### src/rtl/coap_pkg.sv
// ============================================================================
// coap_pkg
// shared types and constants of the coap message parser: request and result
// payloads, parser state, phase encoding, result kinds and error codes
// ============================================================================
`default_nettype none

package coap_pkg;

    localparam logic [3:0] MAX_TOKEN_BYTES = 4'd8;

    localparam int FIFO_DEPTH = 4;
    localparam int FIFO_PTR_W = $clog2(FIFO_DEPTH);
    localparam int FIFO_CNT_W = $clog2(FIFO_DEPTH + 1);

    localparam logic [2:0] KIND_HDR_BYTE = 3'd0;
    localparam logic [2:0] KIND_HDR_DONE = 3'd1;
    localparam logic [2:0] KIND_TOKEN    = 3'd2;
    localparam logic [2:0] KIND_OPT_DONE = 3'd3;
    localparam logic [2:0] KIND_VALUE    = 3'd4;
    localparam logic [2:0] KIND_PAYLOAD  = 3'd5;
    localparam logic [2:0] KIND_OK       = 3'd6;
    localparam logic [2:0] KIND_ERROR    = 3'd7;

    localparam logic [2:0] ERR_NONE        = 3'd0;
    localparam logic [2:0] ERR_SHORT_HDR   = 3'd1;
    localparam logic [2:0] ERR_TRUNC_TOKEN = 3'd2;
    localparam logic [2:0] ERR_RESERVED    = 3'd3;
    localparam logic [2:0] ERR_TRUNC_OPT   = 3'd4;
    localparam logic [2:0] ERR_TRUNC_VALUE = 3'd5;
    localparam logic [2:0] ERR_TOKEN_LONG  = 3'd6;
    localparam logic [2:0] ERR_OVERFLOW    = 3'd7;

    typedef enum logic [6:0] {
        PH_HEADER  = 7'b0000001,
        PH_TOKEN   = 7'b0000010,
        PH_OPTHDR  = 7'b0000100,
        PH_OPTEXT  = 7'b0001000,
        PH_VALUE   = 7'b0010000,
        PH_PAYLOAD = 7'b0100000,
        PH_DISCARD = 7'b1000000
    } phase_t;

    typedef struct packed {
        logic [7:0] data_byte;
        logic       last_byte;
    } byte_t;

    typedef struct packed {
        logic [2:0]  kind;
        logic [1:0]  version;
        logic [1:0]  msg_type;
        logic [3:0]  token_length;
        logic [7:0]  code;
        logic [15:0] message_id;
        logic [15:0] option_number;
        logic [16:0] option_length;
        logic [7:0]  byte_value;
        logic [16:0] byte_index;
        logic [2:0]  error_code;
        logic        end_of_run;
    } result_t;

    typedef struct packed {
        phase_t      phase;
        logic [1:0]  header_count;
        logic [31:0] header_fields;
        logic [16:0] remaining;
        logic [15:0] option_num;
        logic [7:0]  pending;
        logic [15:0] ext_bytes;
        logic [2:0]  ext_count;
        logic [2:0]  err_latched;
        logic [16:0] option_len;
        logic [16:0] item_index;
    } state_t;

    typedef struct packed {
        result_t first;
        result_t second;
        logic    two;
    } step_t;

    localparam state_t STATE_CLEAR = '{
        phase:         PH_HEADER,
        header_count:  2'd0,
        header_fields: 32'd0,
        remaining:     17'd0,
        option_num:    16'd0,
        pending:       8'd0,
        ext_bytes:     16'd0,
        ext_count:     3'd0,
        err_latched:   3'd0,
        option_len:    17'd0,
        item_index:    17'd0
    };

endpackage

`default_nettype wire

### src/rtl/coap_message_parser.sv
// ============================================================================
// coap_message_parser
// byte-serial coap message parser with a result queue
// ============================================================================
// one datagram byte per request on the byte channel; the last byte of a
// datagram carries last_byte set
// every request gives one result on the result channel; a last byte that
// does not hit an error gives a second result, message ok or error
// the parser state is updated in the cycle the request is taken, and its
// results enter a four-entry queue; with the queue empty, the first result
// shows in the cycle after the request
// throughput is one byte per cycle while the receiver takes results; a last
// byte with two results leaves the queue one more result to drain
// byte_ready drops while the queue holds more than two results, so a stalled
// receiver stops the byte channel without loss
// reset clears the parser to the start of a datagram and empties the queue;
// after a last byte the parser starts over on its own
// ============================================================================
`default_nettype none

module coap_message_parser (
    input  logic              clk,
    input  logic              rst_n,
    input  logic              byte_valid,
    output logic              byte_ready,
    input  coap_pkg::byte_t   byte_item,
    output logic              result_valid,
    input  logic              result_ready,
    output coap_pkg::result_t result_item
);
    import coap_pkg::*;

    state_t state_reg;
    state_t state_next;
    state_t step_state;
    step_t  step_res;
    logic   accept;

    assign accept = byte_valid && byte_ready;

    coap_step u_step (
        .cur  (state_reg),
        .item (byte_item),
        .nxt  (step_state),
        .res  (step_res)
    );

    assign state_next = accept ? step_state : state_reg;

    always_ff @(posedge clk or negedge rst_n)
    begin
        if (!rst_n)
        begin
            state_reg <= STATE_CLEAR;
        end
        else
        begin
            state_reg <= state_next;
        end
    end

    coap_result_fifo u_fifo (
        .clk        (clk),
        .rst_n      (rst_n),
        .push       (accept),
        .entry      (step_res),
        .room       (byte_ready),
        .pop        (result_ready),
        .head_valid (result_valid),
        .head       (result_item)
    );

endmodule

`default_nettype wire

### src/rtl/coap_step.sv
// ============================================================================
// coap_step
// next-state and result logic of the parser for one datagram byte
// ============================================================================
`default_nettype none

module coap_step (
    input  coap_pkg::state_t cur,
    input  coap_pkg::byte_t  item,
    output coap_pkg::state_t nxt,
    output coap_pkg::step_t  res
);
    import coap_pkg::*;

    function automatic logic [1:0] ext_need(input logic [3:0] nib);
        logic [1:0] n;
        n = 2'd0;
        if (nib == 4'd13)
        begin
            n = 2'd1;
        end
        else if (nib == 4'd14)
        begin
            n = 2'd2;
        end
        return n;
    endfunction

    function automatic logic [16:0] ext_value(input logic [1:0] need, input logic [3:0] nib,
                                              input logic [15:0] ext);
        logic [16:0] v;
        v = {13'd0, nib};
        if (need == 2'd1)
        begin
            v = {1'b0, ext} + 17'd13;
        end
        else if (need == 2'd2)
        begin
            v = {1'b0, ext} + 17'd269;
        end
        return v;
    endfunction

    state_t      st;
    logic [2:0]  kind;
    logic [16:0] idx;
    logic        fail_now;
    logic [2:0]  fail_code;
    logic        start_now;
    logic [16:0] start_len;
    logic [7:0]  b;
    logic [3:0]  d;
    logic [3:0]  l;
    logic [1:0]  dn;
    logic [1:0]  ln;
    logic [3:0]  pd;
    logic [3:0]  pl;
    logic [1:0]  pdn;
    logic [1:0]  pln;
    logic [2:0]  got;
    logic [15:0] ext_new;
    logic [16:0] delta;
    logic [17:0] sum;
    logic [3:0]  tkl;
    logic [2:0]  fin_err;
    result_t     r0;
    result_t     r1;

    always_comb
    begin
        st        = cur;
        kind      = KIND_HDR_BYTE;
        idx       = '0;
        fail_now  = 1'b0;
        fail_code = ERR_NONE;
        start_now = 1'b0;
        start_len = '0;
        b         = item.data_byte;
        d         = b[7:4];
        l         = b[3:0];
        dn        = ext_need(d);
        ln        = ext_need(l);
        pd        = cur.pending[7:4];
        pl        = cur.pending[3:0];
        pdn       = ext_need(pd);
        pln       = ext_need(pl);
        got       = ({1'b0, pdn} + {1'b0, pln}) - cur.ext_count;
        ext_new   = {cur.ext_bytes[7:0], b};
        delta     = '0;
        sum       = '0;
        tkl       = '0;

        unique case (cur.phase)
            PH_HEADER:
            begin
                unique case (cur.header_count)
                    2'd0: st.header_fields[31:24] = cur.header_fields[31:24] | b;
                    2'd1: st.header_fields[23:16] = cur.header_fields[23:16] | b;
                    2'd2: st.header_fields[15:8]  = cur.header_fields[15:8] | b;
                    2'd3: st.header_fields[7:0]   = cur.header_fields[7:0] | b;
                    default: st.header_fields = cur.header_fields;
                endcase
                if (cur.header_count != 2'd3)
                begin
                    st.header_count = cur.header_count + 2'd1;
                    kind            = KIND_HDR_BYTE;
                end
                else
                begin
                    st.header_count = 2'd0;
                    tkl             = st.header_fields[27:24];
                    if (tkl > MAX_TOKEN_BYTES)
                    begin
                        fail_now  = 1'b1;
                        fail_code = ERR_TOKEN_LONG;
                    end
                    else
                    begin
                        kind          = KIND_HDR_DONE;
                        st.item_index = '0;
                        st.remaining  = {13'd0, tkl};
                        st.phase      = (tkl != 4'd0) ? PH_TOKEN : PH_OPTHDR;
                    end
                end
            end
            PH_TOKEN, PH_VALUE:
            begin
                kind          = (cur.phase == PH_TOKEN) ? KIND_TOKEN : KIND_VALUE;
                idx           = cur.item_index;
                st.item_index = cur.item_index + 17'd1;
                if (cur.remaining != 17'd0)
                begin
                    st.remaining = cur.remaining - 17'd1;
                end
                if (st.remaining == 17'd0)
                begin
                    st.phase = PH_OPTHDR;
                end
            end
            PH_OPTHDR:
            begin
                if (b == 8'hFF)
                begin
                    st.phase      = PH_PAYLOAD;
                    st.item_index = '0;
                    kind          = KIND_HDR_BYTE;
                end
                else if (d == 4'd15 || l == 4'd15)
                begin
                    fail_now  = 1'b1;
                    fail_code = ERR_RESERVED;
                end
                else
                begin
                    st.pending   = b;
                    st.ext_count = {1'b0, dn} + {1'b0, ln};
                    st.ext_bytes = '0;
                    if (dn == 2'd0)
                    begin
                        delta = {13'd0, d};
                        sum   = {2'd0, cur.option_num} + {1'b0, delta};
                    end
                    if (sum[17:16] != 2'd0)
                    begin
                        fail_now  = 1'b1;
                        fail_code = ERR_OVERFLOW;
                    end
                    else
                    begin
                        if (dn == 2'd0)
                        begin
                            st.option_num = sum[15:0];
                        end
                        if (st.ext_count == 3'd0)
                        begin
                            start_now = 1'b1;
                            start_len = {13'd0, l};
                        end
                        else
                        begin
                            st.phase = PH_OPTEXT;
                            kind     = KIND_HDR_BYTE;
                        end
                    end
                end
            end
            PH_OPTEXT:
            begin
                st.ext_bytes = ext_new;
                if (cur.ext_count != 3'd0)
                begin
                    st.ext_count = cur.ext_count - 3'd1;
                end
                if (({1'b0, got} + 4'd1) == {2'd0, pdn})
                begin
                    delta        = ext_value(pdn, pd, ext_new);
                    st.ext_bytes = '0;
                    sum          = {2'd0, cur.option_num} + {1'b0, delta};
                    if (sum[17:16] != 2'd0)
                    begin
                        fail_now  = 1'b1;
                        fail_code = ERR_OVERFLOW;
                    end
                    else
                    begin
                        st.option_num = sum[15:0];
                    end
                end
                if (!fail_now)
                begin
                    if (st.ext_count == 3'd0)
                    begin
                        start_now = 1'b1;
                        start_len = ext_value(pln, pl, st.ext_bytes);
                    end
                    else
                    begin
                        kind = KIND_HDR_BYTE;
                    end
                end
            end
            PH_PAYLOAD:
            begin
                kind          = KIND_PAYLOAD;
                idx           = cur.item_index;
                st.item_index = cur.item_index + 17'd1;
            end
            default:
            begin
                st.phase = PH_DISCARD;
                kind     = KIND_ERROR;
            end
        endcase

        if (start_now)
        begin
            st.option_len = start_len;
            st.remaining  = start_len;
            st.item_index = '0;
            st.phase      = (start_len != 17'd0) ? PH_VALUE : PH_OPTHDR;
            kind          = KIND_OPT_DONE;
        end
        if (fail_now)
        begin
            st.err_latched = fail_code;
            st.phase       = PH_DISCARD;
            kind           = KIND_ERROR;
        end

        r0.kind          = kind;
        r0.version       = st.header_fields[31:30];
        r0.msg_type      = st.header_fields[29:28];
        r0.token_length  = st.header_fields[27:24];
        r0.code          = st.header_fields[23:16];
        r0.message_id    = st.header_fields[15:0];
        r0.option_number = st.option_num;
        r0.option_length = st.option_len;
        r0.byte_value    = b;
        r0.byte_index    = (kind == KIND_ERROR) ? 17'd0 : idx;
        r0.error_code    = (kind == KIND_ERROR) ? st.err_latched : ERR_NONE;
        r0.end_of_run    = (kind == KIND_ERROR) ? item.last_byte : !item.last_byte;

        unique case (st.phase)
            PH_HEADER: fin_err = ERR_SHORT_HDR;
            PH_TOKEN:  fin_err = ERR_TRUNC_TOKEN;
            PH_OPTEXT: fin_err = ERR_TRUNC_OPT;
            PH_VALUE:  fin_err = ERR_TRUNC_VALUE;
            default:   fin_err = ERR_NONE;
        endcase

        r1            = r0;
        r1.kind       = (fin_err != ERR_NONE) ? KIND_ERROR : KIND_OK;
        r1.byte_value = 8'd0;
        r1.byte_index = 17'd0;
        r1.error_code = fin_err;
        r1.end_of_run = 1'b1;

        res.first  = r0;
        res.second = r1;
        res.two    = item.last_byte && (kind != KIND_ERROR);

        nxt = item.last_byte ? STATE_CLEAR : st;
    end

endmodule

`default_nettype wire

### src/rtl/coap_result_fifo.sv
// ============================================================================
// coap_result_fifo
// small result queue that takes one or two results per request and
// delivers one per cycle while the receiver pops
// ============================================================================
`default_nettype none

module coap_result_fifo (
    input  logic              clk,
    input  logic              rst_n,
    input  logic              push,
    input  coap_pkg::step_t   entry,
    output logic              room,
    input  logic              pop,
    output logic              head_valid,
    output coap_pkg::result_t head
);
    import coap_pkg::*;

    result_t               mem_reg [FIFO_DEPTH];
    logic [FIFO_PTR_W-1:0] wr_ptr_reg;
    logic [FIFO_PTR_W-1:0] wr_ptr_next;
    logic [FIFO_PTR_W-1:0] rd_ptr_reg;
    logic [FIFO_PTR_W-1:0] rd_ptr_next;
    logic [FIFO_CNT_W-1:0] count_reg;
    logic [FIFO_CNT_W-1:0] count_next;
    logic [FIFO_PTR_W-1:0] wr_ptr_b;
    logic                  do_pop;

    assign head_valid = (count_reg != '0);
    assign head       = mem_reg[rd_ptr_reg];
    assign room       = (count_reg <= FIFO_CNT_W'(FIFO_DEPTH - 2));
    assign do_pop     = pop && head_valid;
    assign wr_ptr_b   = wr_ptr_reg + FIFO_PTR_W'(1);

    always_comb
    begin
        wr_ptr_next = wr_ptr_reg;
        rd_ptr_next = rd_ptr_reg;
        count_next  = count_reg;
        if (push)
        begin
            wr_ptr_next = wr_ptr_reg + (entry.two ? FIFO_PTR_W'(2) : FIFO_PTR_W'(1));
            count_next  = count_next + (entry.two ? FIFO_CNT_W'(2) : FIFO_CNT_W'(1));
        end
        if (do_pop)
        begin
            rd_ptr_next = rd_ptr_reg + FIFO_PTR_W'(1);
            count_next  = count_next - FIFO_CNT_W'(1);
        end
    end

    always_ff @(posedge clk or negedge rst_n)
    begin
        if (!rst_n)
        begin
            wr_ptr_reg <= '0;
            rd_ptr_reg <= '0;
            count_reg  <= '0;
        end
        else
        begin
            wr_ptr_reg <= wr_ptr_next;
            rd_ptr_reg <= rd_ptr_next;
            count_reg  <= count_next;
        end
    end

    always_ff @(posedge clk)
    begin
        if (push)
        begin
            mem_reg[wr_ptr_reg] <= entry.first;
            if (entry.two)
            begin
                mem_reg[wr_ptr_b] <= entry.second;
            end
        end
    end

endmodule

`default_nettype wire

### config.mk
export PLATFORM = sky130hd
export DESIGN_NAME = coap_message_parser
export DESIGN_NICKNAME = d
export VERILOG_FILES = /design/src/rtl/coap_pkg.sv /design/src/rtl/coap_message_parser.sv /design/src/rtl/coap_step.sv /design/src/rtl/coap_result_fifo.sv
export SDC_FILE = /design/constraint.sdc
export NUM_CORES = 1
export LEC_CHECK = 0
export ABC_AREA = 0
export BUFFER_PORTS_ARGS = -buffer_cell sky130_fd_sc_hd__buf_2
export CAP_MARGIN = 20
export CORE_MARGIN = 2
export CORE_UTILIZATION = 55
export DETAILED_ROUTE_END_ITERATION = 6
export GPL_TIMING_DRIVEN = 0
export PLACE_DENSITY_LB_ADDON = 0.05
export SYNTH_ARGS = -nofsm -noshare
export SYNTH_HDL_FRONTEND = slang
export SYNTH_SLANG_ARGS = --single-unit
### constraint.sdc
create_clock -name clk -period 12.9 [get_ports clk]
set_input_delay 2.58 -clock clk [delete_from_list [all_inputs] [get_ports clk]]
set_output_delay 2.58 -clock clk [all_outputs]
set_load 0.005 [all_outputs]
==> run_results.csv, run 1 <==
group,metric,value,unit
clock_network,cts.htree.levels,2,
worst_setup_path,startpoint_type,"primary input",
synth,synth_seq_cells,525,
synth,synth.largest_area_cell,"edfxtp_1",
pwr,power.sequential.fraction,37.6,%
placement,placement.io_buffers,110,
synth,post_synth_most_frequent_cells,"nor2_1 (362), edfxtp_1 (276), nand2_1 (172)",
die,io_pins,112,
drt,detail_route.iter0.violations,1952,
synth,synthArstFlopShare,26.1,%
timing,period_needed,8.96,ns
pwr,sw_frac_of_total,35.1,%
finish,largest_register_ff_count,388,
die,floorplan.rows,78,
global_route,grt_pass1_vias,18788,
clock_network,ctsHoldBuffers,0,
timing,tightest_slew,1.16,ns
worst_setup_path,worst-r2r-cell-count,17,
clock_network,clockBufferDepth,3,
synth,synth.distinct_cells,98,
worst_setup_path,regToRegEndpoint,"u_fifo.mem_reg[1][50]",
clock_network,cts_tree,"built",
drt,viasPerCell,6.31,
worst_setup_path,crit_chain,"buf_2 -> clkbuf_1 -> a211o_1 -> nand2_1 -> maj3_1 -> o221a_2 -> ha_1 -> and3_1 -> a31oi_1 -> o21ai_1 -> or4_4 -> a21oi_2 -> nor3_2 -> nor4_4 -> ha_1 -> clkbuf_1 -> inv_1 -> ha_1 -> fa_1 -> mux2i_1 -> ha_1 -> nand2_1 -> xor2_1",
clock_network,clkTransAtPathRegs,0.06,ns
worst_setup_path,timing.setup.critical_path_class,"primary input to flop",
min_path,hp-start,"u_fifo.mem_reg[1][23]",
pwr,max-vdd-ir-drop,0.000124,V
pwr,total_power,5630,uW
die,chipWidth,219,um
worst_setup_path,timing.critical_path.to_type,"flop",
global_route,grt_pass1_wl,113000,um
synth,count_of_flip_flops_with_a_built_in_enable_after_synthesis,276,
drt,drc_markers,0,
die,initial_core_utilization,55.8,%
global_route,grt_antenna_before_repair,4,
min_path,worstHoldPathCells,2,
finish,fill_cells,3707,
drt,drtAntennaViolNets,0,
synth,post_synth_inst_count,2259,
global_route,grt_util_all_layers,31.5,%
synth,mappedNetlistArea,25400,um2
worst_setup_path,required,13.38,ns
flow_run,max-cap-violations,0,
clock_network,cts-root-buf,"clkbuf_16",
min_path,worst_hold_end,"u_fifo.mem_reg[1][23]",
pwr,power-per-cell-area,196,nW/um2
worst_setup_path,timing.reg2reg.setup_slack,5.80,ns
timing,final_skew,0.0200,ns
synth,synth.most_common_cell,"nor2_1",
die,die-height,219,um
pwr,clock_power_share,27.3,%
pwr,cell_internal_pwr,3650,uW
worst_setup_path,worst-path-max-fanout,10,
synth,synth-main-ff-cell,"edfxtp_1",
clock_network,clock-sinks,525,
timing,setup-tns-final,0,ns
synth,ys_warn_count,0,
outcome,outcome,"finished, final reports clean",
worst_setup_path,r2r_start,"state_reg[57]",
drt,wl_per_cell,24.3,um
drt,route.vias.total,19436,
timing,maxSlewHeadroom,22.4,%
die,die-area,47900,um2
synth,synthTopCellsByArea,"edfxtp_1 (33%), dfrtp_1 (13%), dfxtp_1 (8.8%)",
finish,finalNetCount,2493,
synth,synth.net_count,2318,
die,fp.coreArea,45500,um2
clock_network,post_cts_resized,0,
worst_setup_path,crit_path_frequent_cell,"ha_1",
timing,finish_stage_setup_viols,0,
global_route,global_route_congestion_overflow_total,0,
worst_setup_path,cp_slowest_stage_delay,0.71,ns
clock_network,insertion_delay,0.61,ns
drt,drt-pass1-iter-count,6,
global_route,grt_max_degree,86,
drt,route.final.wire_length,74700,um
worst_setup_path,timing.critical_path.arrival,9.45,ns
timing,unrepaired_setup_endpoints_after_global_routing,"no",
placement,routabilityCongestion,0.959,
timing,final.period_utilization,69.5,%
synth,synth.yosys.seq_area_share,55.0,%
pwr,p_leak,0.0106,uW
clock_network,tritoncts.num_buffers,53,
synth,postSynthAreaPerCell,11.2,um2
pwr,power.share.combinational,35.1,%
clock_network,post_cts_buffers,0,
timing,achievable-frequency,0.112,GHz
min_path,hp-class,"flop to flop",
pwr,total_switching_power,1970,uW
placement,hpwl,52500,um
worst_setup_path,cp_slowest_cell,"clkbuf_1",
finish,area_overhead_of_the_layout_relative_to_synthesis,12.8,%
timing,report.final.hold_viol_count,0,
synth,synth_largest_type_area_fraction,32.6,%
timing,slew_violations,0,
finish,drive_gt1_share,14.6,%
[logic make-up after synthesis]
group,Yosys count,share of synthesized area [%]
AOI/OAI and AO/OA,591,15.5
xor gates and xnor gates,43,1.54
adders and majority gates,49,2.56
buffers and inverters,206,3.19
DFF,525,55.0
muxes,104,8.88
and+or+nand+nor,741,13.3
[critical path: cells and delay by family]
kind                     cells  cell delay (ns)
adder cells (fa/ha/maj)      6             1.98
AND/OR/NAND/NOR              6             1.67
buffers and inverters        4             1.49
AO/OA/AOI/OAI                5             1.32
multiplexers                 1             0.21
XOR/XNOR                     1             0.17
[cell usage in the layout, fill, tap and decap left out, types with 13 or more instances in the layout]
master     netlist  layout
inv_1           42      38
dfrtp_1        136     136
nor2_1         362     362
nand4_1         16      16
mux4_2          97      97
xnor2_1         22      22
nor3_1          28      28
edfxtp_1       276     276
nand2_1        172     172
a21oi_1        136     133
xor2_1          20      20
a22o_1         103     103
nand2b_1        16      16
and2_1          18      18
ha_1            40      40
buf_1           22      22
and3_1          18      18
a31oi_1         47      47
buf_2           14     123
o22ai_1         21      21
o31ai_1         13      13
clkbuf_16        0      55
dfxtp_1        112     112
clkbuf_1       124     144
o21ai_1         15      14
nor2b_1         13      13
nand3_1         34      34
o21ai_0        133     133
[power by group through the flow]
stage	logic, uW	clock network [uW]	registers, uW
2_1_floorplan	1260	0	2120
3_3_place_gp	1910	0	2150
3_5_place_dp	1970	0	2150
4_1_cts	1980	1550	2110
5_1_grt	2130	1620	2140
6_report	1970	1540	2110
[how the worst max path moves through the flow]
stage                       startpoint                    end  slack, ns
after floorplan           byte_item[6]   u_fifo.mem_reg[0][1]       4.45
after global placement    byte_item[2]  u_fifo.mem_reg[0][96]       1.16
after detailed placement  byte_item[2]    u_fifo.count_reg[2]       3.54
after CTS                 byte_item[2]    u_fifo.count_reg[2]       4.15
after global routing      byte_item[2]    u_fifo.count_reg[2]       3.70
final                     byte_item[2]    u_fifo.count_reg[2]       3.94
[metal layers]
layer  vias up  part of all wire (%)  GRT usage [%]
li1       8768                     -              -
met1      9676                    42           45.1
met2       837                    46           48.2
met3       149                   8.6           6.60
met4         6                   3.2           10.4
met5         -                  0.19           1.77
[layout make-up]
class                   instances  area [um2]  share of cell area (%)
flip-flops and latches        525       14000                    48.7
diodes                          1        2.50                 0.00873
inverters                      42         168                   0.585
clock buffers                  81        1530                    5.35
repair buffers                120         758                    2.65
multi-input cells            1528       10600                    37.1
clock inverters                18         190                   0.664
well taps                     600         751                    2.62
plain buffers                 164         652                    2.27
[through the flow]
step           cells  setup slack (ns)  hold WS (ns)  utilization (%)  cell area [um2]
2_1_floorplan   2259              4.45         0.420                -            25400
6_report        3079              3.94         0.454             63.0            28700
3_3_place_gp    2969              1.16         0.433             58.7            26700
4_1_cts         3077              4.15         0.453             63.0            28600
5_1_grt         3079              3.70         0.484             63.0            28700
3_5_place_dp    2978              3.54         0.439             59.2            26900
(Power assumes the default switching activity.)
==> inputs of run 2 (changes only) <==
Settings changed: ABC_AREA 0 to 1.
Clock period 12.9 ns to 9.4 ns, I/O delays scaled along.
==> run 2 against run 1 <==
Compared with the run above: flip-flop and latch count stayed put; critical path type unchanged; highest routed layer is now met4; sequential share of layout area down 1.8 points; global-route usage up 3.1 points; largest power group is now combinational cells.
==> run_results.csv, run 2 <==
group,metric,value,unit
outcome,outcome,"finished, final reports clean",
worst_setup_path,timing.critical_path.arrival,7.91,ns
timing,final.period_utilization,80.8,%
synth,synth_seq_cells,525,
synth,mappedNetlistArea,26400,um2
die,die-height,223,um
drt,drt-pass1-iter-count,6,
pwr,p_leak,0.0124,uW
timing,unrepaired_setup_endpoints_after_global_routing,"no",
die,initial_core_utilization,55.4,%
global_route,grt_pass1_vias,22707,
timing,tightest_slew,1.15,ns
worst_setup_path,cp_slowest_stage_delay,0.81,ns
pwr,power-per-cell-area,309,nW/um2
placement,hpwl,61500,um
placement,place_ws,1.27,ns
flow_run,max-cap-violations,0,
drt,route.vias.total,23986,
global_route,grt_antenna_before_repair,0,
timing,report.final.hold_viol_count,0,
finish,largest_register_ff_count,388,
timing,slew_violations,0,
global_route,grt_use_met2,55.0,%
clock_network,post_cts_buffers,0,
synth,synth.largest_area_cell,"edfxtp_1",
synth,synth_largest_type_area_fraction,31.5,%
global_route,global_route_congestion_overflow_total,0,
clock_network,post_cts_resized,0,
finish,mostFrequentLayoutCell,"nor2_1",
clock_network,cts.htree.levels,2,
clock_network,insertion_delay,0.63,ns
clock_network,ctsHoldBuffers,0,
timing,setup-tns-final,0,ns
finish,finalNetCount,3378,
finish,antenna_cells,0,
global_route,grt_util_all_layers,34.6,%
global_route,grt_max_degree,90,
synth,synth-main-ff-cell,"edfxtp_1",
synth,postSynthAreaPerCell,8.38,um2
timing,achievable-frequency,0.132,GHz
clock_network,clockBufferDepth,3,
die,chipWidth,223,um
worst_setup_path,cp_slowest_cell,"buf_2",
synth,synthArstFlopShare,26.1,%
timing,final_skew,0.0280,ns
clock_network,clkTransAtPathRegs,0.06,ns
worst_setup_path,crit_path_frequent_cell,"nand2_1",
synth,synth.distinct_cells,68,
clock_network,cts_tree,"built",
drt,drc_markers,0,
drt,wl_per_cell,22.0,um
die,die-area,49700,um2
synth,synth.yosys.seq_area_share,53.0,%
timing,period_needed,7.59,ns
finish,area_overhead_of_the_layout_relative_to_synthesis,13.0,%
drt,route.final.wire_length,87500,um
synth,ys_warn_count,0,
timing,maxSlewHeadroom,22.6,%
worst_setup_path,timing.setup.critical_path_class,"primary input to flop",
die,floorplan.rows,80,
worst_setup_path,timing.critical_path.to_type,"flop",
worst_setup_path,required,9.71,ns
timing,finish_stage_setup_viols,0,
min_path,hp-class,"flop to flop",
placement,dp.cells,3877,
clock_network,cts-root-buf,"clkbuf_16",
worst_setup_path,startpoint_type,"primary input",
die,io_pins,112,
finish,drive_gt1_share,8.44,%
synth,count_of_flip_flops_with_a_built_in_enable_after_synthesis,276,
synth,synthTopCellsByArea,"edfxtp_1 (31%), dfrtp_1 (13%), dfxtp_1 (8.5%)",
finish,finish.cell_count_without_fillers,3980,
global_route,grtUsageMet1,47.9,%
synth,synth.most_common_cell,"nor2_1",
finish,commonest_cells_after_routing_fill_and_taps_aside,"nor2_1 (533), nand2_1 (476), o21ai_0 (404)",
global_route,grt_pass1_wl,132000,um
drt,detail_route.iter0.violations,2902,
synth,post_synth_inst_count,3143,
finish,final_core_util,62.6,%
clock_network,clock-sinks,525,
placement,routabilityCongestion,0.970,
global_route,grt.busiest_layer,"met2",
global_route,grt.met3_usage,5.16,%
placement,placement.io_buffers,110,
pwr,max-vdd-ir-drop,0.000198,V
drt,viasPerCell,6.03,
timing,final.setup.worst_slack,1.81,ns
clock_network,tritoncts.num_buffers,55,
synth,post_synth_most_frequent_cells,"nor2_1 (533), nand2_1 (476), o21ai_0 (404)",
synth,synth.net_count,3202,
drt,drtAntennaViolNets,0,
worst_setup_path,worst-path-max-fanout,36,
die,fp.coreArea,47500,um2
## run 2: worst max-delay path: cells and delay by family
| family | cells | cell delay (ns) |
|---|---|---|
| AND/OR/NAND/NOR | 16 | 2.25 |
| buffers and inverters | 9 | 2.24 |
| AO/OA/AOI/OAI | 4 | 0.78 |
| adder cells (fa/ha/maj) | 2 | 0.67 |
## run 2: where the power goes
group          internal [uW]  total, uW  switching (uW)
combinational           1130       3820            2690
sequential              2850       3070             224
clock                   1340       2300             962
## run 2: metal layers
metal  wire length (um)  up-vias
li1                   -    10981
met3               7190      200
met5                  0        -
met4               3520        0
met2              40100     1187
met1              36700    11618
## run 2: area by class of cell
cell class | count | area [um2]
fill | 4140 | 17800
sequential | 525 | 14000
multi-input combinational | 2111 | 10400
clock buffer | 80 | 1670
inverter | 340 | 1280
tap | 615 | 769
timing repair buffer | 119 | 738
buffer | 167 | 677
clock inverter | 23 | 234
## run 2: path summary, 6_finish.rpt
| check | start | end | slack, ns | depth (start not counted) |
|---|---|---|---|---|
| setup / recovery | byte_item[5] | u_fifo.mem_reg[0][51] | 1.81 | 31 |
| hold / removal | u_fifo.mem_reg[2][27] | u_fifo.mem_reg[2][27] | 0.46 | 2 |
| setup reg to reg | state_reg[58] | u_fifo.mem_reg[2][1] | 2.40 | 27 |
| hold reg to reg | u_fifo.mem_reg[2][27] | u_fifo.mem_reg[2][27] | 0.46 | 2 |
| max in group asynchronous | rst_n | u_fifo.count_reg[2] | 7.26 | 2 |
| min in group asynchronous | rst_n | state_reg[44] | 1.20 | 1 |
## run 2: logic make-up after synthesis
family,count (synthesis),synth area share [%]
and+or+nand+nor,1256,19.9
AOI/OAI and AO/OA,773,16.2
DFF,525,53.0
buffers and inverters,507,7.41
adders and majority gates,46,2.36
xor gates and xnor gates,34,1.13
muxes,2,0.0760
## run 2: metrics by stage
stage	hold slack [ns]	total power (uW)	cell area, um2
after global placement	0.433	6750	27700
after CTS	0.456	9130	29800
final	0.455	9190	29800
after floorplan	0.423	5300	26400
after detailed placement	0.440	6840	27900
after global routing	0.481	9630	29800
